==> src/design/two_level_page_table_map_defines.svh <==
// Assertion macros for the two-level page table block.
// Clocked on clk, disabled while rst is high; used by the top level only.
`ifndef TWO_LEVEL_PAGE_TABLE_MAP_DEFINES_SVH
`define TWO_LEVEL_PAGE_TABLE_MAP_DEFINES_SVH

// Same-cycle implication.
`define TLPT_ASSERT_IMPL(name, cond, prop) \
  name: assert property (@(posedge clk) disable iff (rst) (cond) |-> (prop)) \
    else $error("tlpt: same-cycle check failed");

// Next-cycle implication.
`define TLPT_ASSERT_NEXT(name, cond, prop) \
  name: assert property (@(posedge clk) disable iff (rst) (cond) |=> (prop)) \
    else $error("tlpt: next-cycle check failed");

`endif

==> src/design/tlpt_ram.sv <==
// Generic single-port RAM with registered read data.
// No dependencies.
module tlpt_ram #(
  parameter int WIDTH = 8,
  parameter int DEPTH = 16,
  localparam int AW = (DEPTH > 1) ? $clog2(DEPTH) : 1
) (
  input  logic             clk,
  input  logic             we,
  input  logic [AW-1:0]    addr,
  input  logic [WIDTH-1:0] wdata,
  output logic [WIDTH-1:0] rdata
);

  logic [WIDTH-1:0] mem [DEPTH];

  always_ff @(posedge clk) begin
    if (we) begin
      mem[addr] <= wdata;
    end
    rdata <= mem[addr];
  end

endmodule
==> config.mk <==
export PLATFORM = sky130hd
export DESIGN_NAME = tlpt_ram
export DESIGN_NICKNAME = d
export VERILOG_FILES = /design/src/design/two_level_page_table_map_defines.svh /design/src/design/tlpt_ram.sv
export SDC_FILE = /design/constraint.sdc
export NUM_CORES = 1
export LEC_CHECK = 0
export BUFFER_PORTS_ARGS = -buffer_cell sky130_fd_sc_hd__buf_2
export CAP_MARGIN = 25
export CORE_ASPECT_RATIO = 0.6
export CORE_MARGIN = 1
export CORE_UTILIZATION = 35
export CTS_CLUSTER_DIAMETER = 200
export CTS_CLUSTER_SIZE = 20
export DETAILED_ROUTE_END_ITERATION = 7
export GPL_TIMING_DRIVEN = 0
export SETUP_SLACK_MARGIN = 0.1
export SLEW_MARGIN = 20
export SYNTH_ARGS = -nofsm -noshare
export SYNTH_HDL_FRONTEND = slang
export SYNTH_SLANG_ARGS = --single-unit
==> constraint.sdc <==
create_clock -name clk -period 2.1 [get_ports clk]
set_clock_uncertainty 0.1 [all_clocks]
set_input_delay 0.315 -clock clk [delete_from_list [all_inputs] [get_ports clk]]
set_output_delay 0.315 -clock clk [all_outputs]
set_load 0.03 [all_outputs]
==> qor.yml <==
status:
  status: "finished clean"
clock_network:
  cts-root-buf: "clkbuf_16"
  clk_transition_reported_paths_ns: 0.06
  post_cts_buffers: 0
  cts_made_buffers: 17
  clock-sinks: 136
  cts_tree: "yes"
  cts_htree_levels: 4
  cts_max_path_buffers: 2
  clock_latency_ns: 0.41
logic_synthesis:
  ys.flop_type: "edfxtp_1"
  ys_warn_count: 0
  synthTopCellsByArea: "edfxtp_1, mux4_2, dfxtp_1"
  synth_edf_count: 128
  postSynthAreaPerCell_sq_um: 22.03
  synth_nets: 244
  synth_cell_types: 18
  yosysTopAreaCellShare_pct: 75.85
  syn-cell-area_sq_um: 5067
  yosysSeqAreaShare_pct: 79.01
  ys_seq_elements: 136
  postSynth.asyncResetShare_pct: 0
  yosys.area.top_type: "edfxtp_1"
  syn_inst: 230
critical_path:
  slowest_stage: "nor2_1"
  crit_required_ns: 2.04
  start_kind: "input pin"
  endpoint_kind: "flip-flop"
  arrival_ns: 1.81
  slowest_delay_ns: 0.70
  path_cells: "buf_1 > nand2b_1 > nor2_1"
  crit_buf_inv: 1
  path_class: "in -> reg"
  path_delay_family: "simple AND/OR/NAND/NOR gates"
  cp_max_fo: 10
sta:
  final-setup-viol-count: 0
  finalHoldViolCount: 0
  clock.fmax_mhz: 533.1
  finalCriticalPeriod_ns: 1.876
  tightestPinTransition_ns: 0.8363
  rsz0062_at_grt: "false"
  post-route-period-util_pct: 89.32
  drv_slew: 0
  finalWorstSetupSlack_ns: 0.2243
  max_slew_margin_pct: 44.04
global_routing:
  antenna_found_initial: 0
  grt_usage_pct: 15.64
  grt_pass1_vias: 2405
  grt_start_max_net_pins: 17
  grt_pass1_wl_mm: 15.50
  grt-ovfl-total: 0
layout:
  final_nets: 281
  layout_common_cells: "edfxtp_1, mux4_2, buf_2"
  layout-drive-gt1-share_pct: 35.36
  syn_to_final_growth_pct: 18.79
  antennaDiodeCount: 0
  postLayoutCoreUtil_pct: 43.39
  final_common_cell: "edfxtp_1"
placement:
  gp_congestion: 0.7671
  portBuffers: 19
  dp_hpwl_mm: 6.813
  pre_cts_slack_ns: -0.5094
power_and_ir_drop:
  total_power_mw: 6.283
  ir_drop_mv: 0.4198
  p_per_area_nw_per_um2: 1044
  leakage_nw: 1.901
drt:
  ant_nets: 0
  detail_route.iter0.violations: 239
  drc: 0
  wl_per_cell_um: 22.34
  drt_pre_antenna_iters: 4
  vias: 2393
  routed_wl_mm: 10.55
  viasPerCell: 5.070
min_path:
  hold_class: "in -> reg"
floorplan:
  rows: 33
  die_area_sq_um: 14980
  ioPinCount: 22
  die_h_um: 95.21
  die_width_um: 157.3
  coreArea_sq_um: 13870
  floorplan.initialDensity_pct: 36.53
flow_run:
  drv_cap: 0
## per-layer routing
| metal | track usage, % | part of all wire (%) | vias to the layer above |
|---|---|---|---|
| met3 | 4.682 | 7.6 | 5 |
| met2 | 20.50 | 42 | 85 |
| met5 | 0 | 0 | - |
| li1 | - | - | 1039 |
| met1 | 24.54 | 50 | 1264 |
| met4 | 4.612 | 0.50 | 0 |
## sequential cells by signal, summed over array words and instances, names as in the netlist
name,cells
rdata,8
mem,128
## repair_timing
item	4_1_cts	5_1_grt
setup endpoints to repair	64	70
pin swaps	0	0
resized for setup	2	6
hold buffers	0	0
cloned	0	0
## worst register-to-register path, delay by kind of cell (launching register included)
kind / cells / cell delay [ns]
mux: 1 / 0.55
compound gates: 1 / 0.24
flops: 1 / 0.37
simple gates: 1 / 0.13
## metrics by stage
stage | std cells | instance area (sq um) | hold WS (ns) | setup TNS, ns
floorplan | 230 | 5067 | 0.3139 | 0
finish | 472 | 6020 | 0.2120 | 0
global placement | 441 | 5403 | 0.5874 | -37.74
CTS | 473 | 6008 | 0.2034 | -0.4853
detailed placement | 441 | 5423 | 0.5960 | -36.28
global route | 472 | 6020 | 0.2127 | 0
## path summary, 6_finish.rpt
kind	end	start	slack [ns]	depth (start not counted)
max reg2reg	rdata[5]	mem[7][5]	0.59	3
max	mem[5][7]	addr[0]	0.22	3
min reg2reg	rdata[2]	mem[1][2]	0.61	3
min	mem[7][2]	wdata[2]	0.21	1
## area by class of cell
cell class,instances,area [sq um]
plain buffers,10,56.30
clock buffers,19,432.9
clock inverters,13,147.6
fillers,1223,7854
multi-input cells,83,1044
flip-flops and latches,136,4004
well taps,192,240.2
repair buffers,19,95.09
## synth_stat cells (4+ instances only)
| cell | number |
|---|---|
| nand2_1 | 9 |
| buf_1 | 4 |
| a22oi_1 | 16 |
| nor3_1 | 4 |
| dfxtp_1 | 8 |
| edfxtp_1 | 128 |
| nor2_1 | 13 |
| mux4_2 | 32 |
## power breakdown
part / switching, mW / total (mW) / internal [mW]
clock network: 1.15 / 2.90 / 1.76
registers: 0.0134 / 3.05 / 3.03
logic: 0.218 / 0.334 / 0.116
total: 1.38 / 6.28 / 4.91
## kinds of logic after synthesis
group	count (synthesis)	share of synthesized area [%]
AO/OA/AOI/OAI	16	2.370
buffers and inverters	11	1.185
flip-flops	136	79.01
multiplexers	32	14.22
AND/OR/NAND/NOR	35	3.210
No activity file was read; power rests on OpenSTA's default activity.
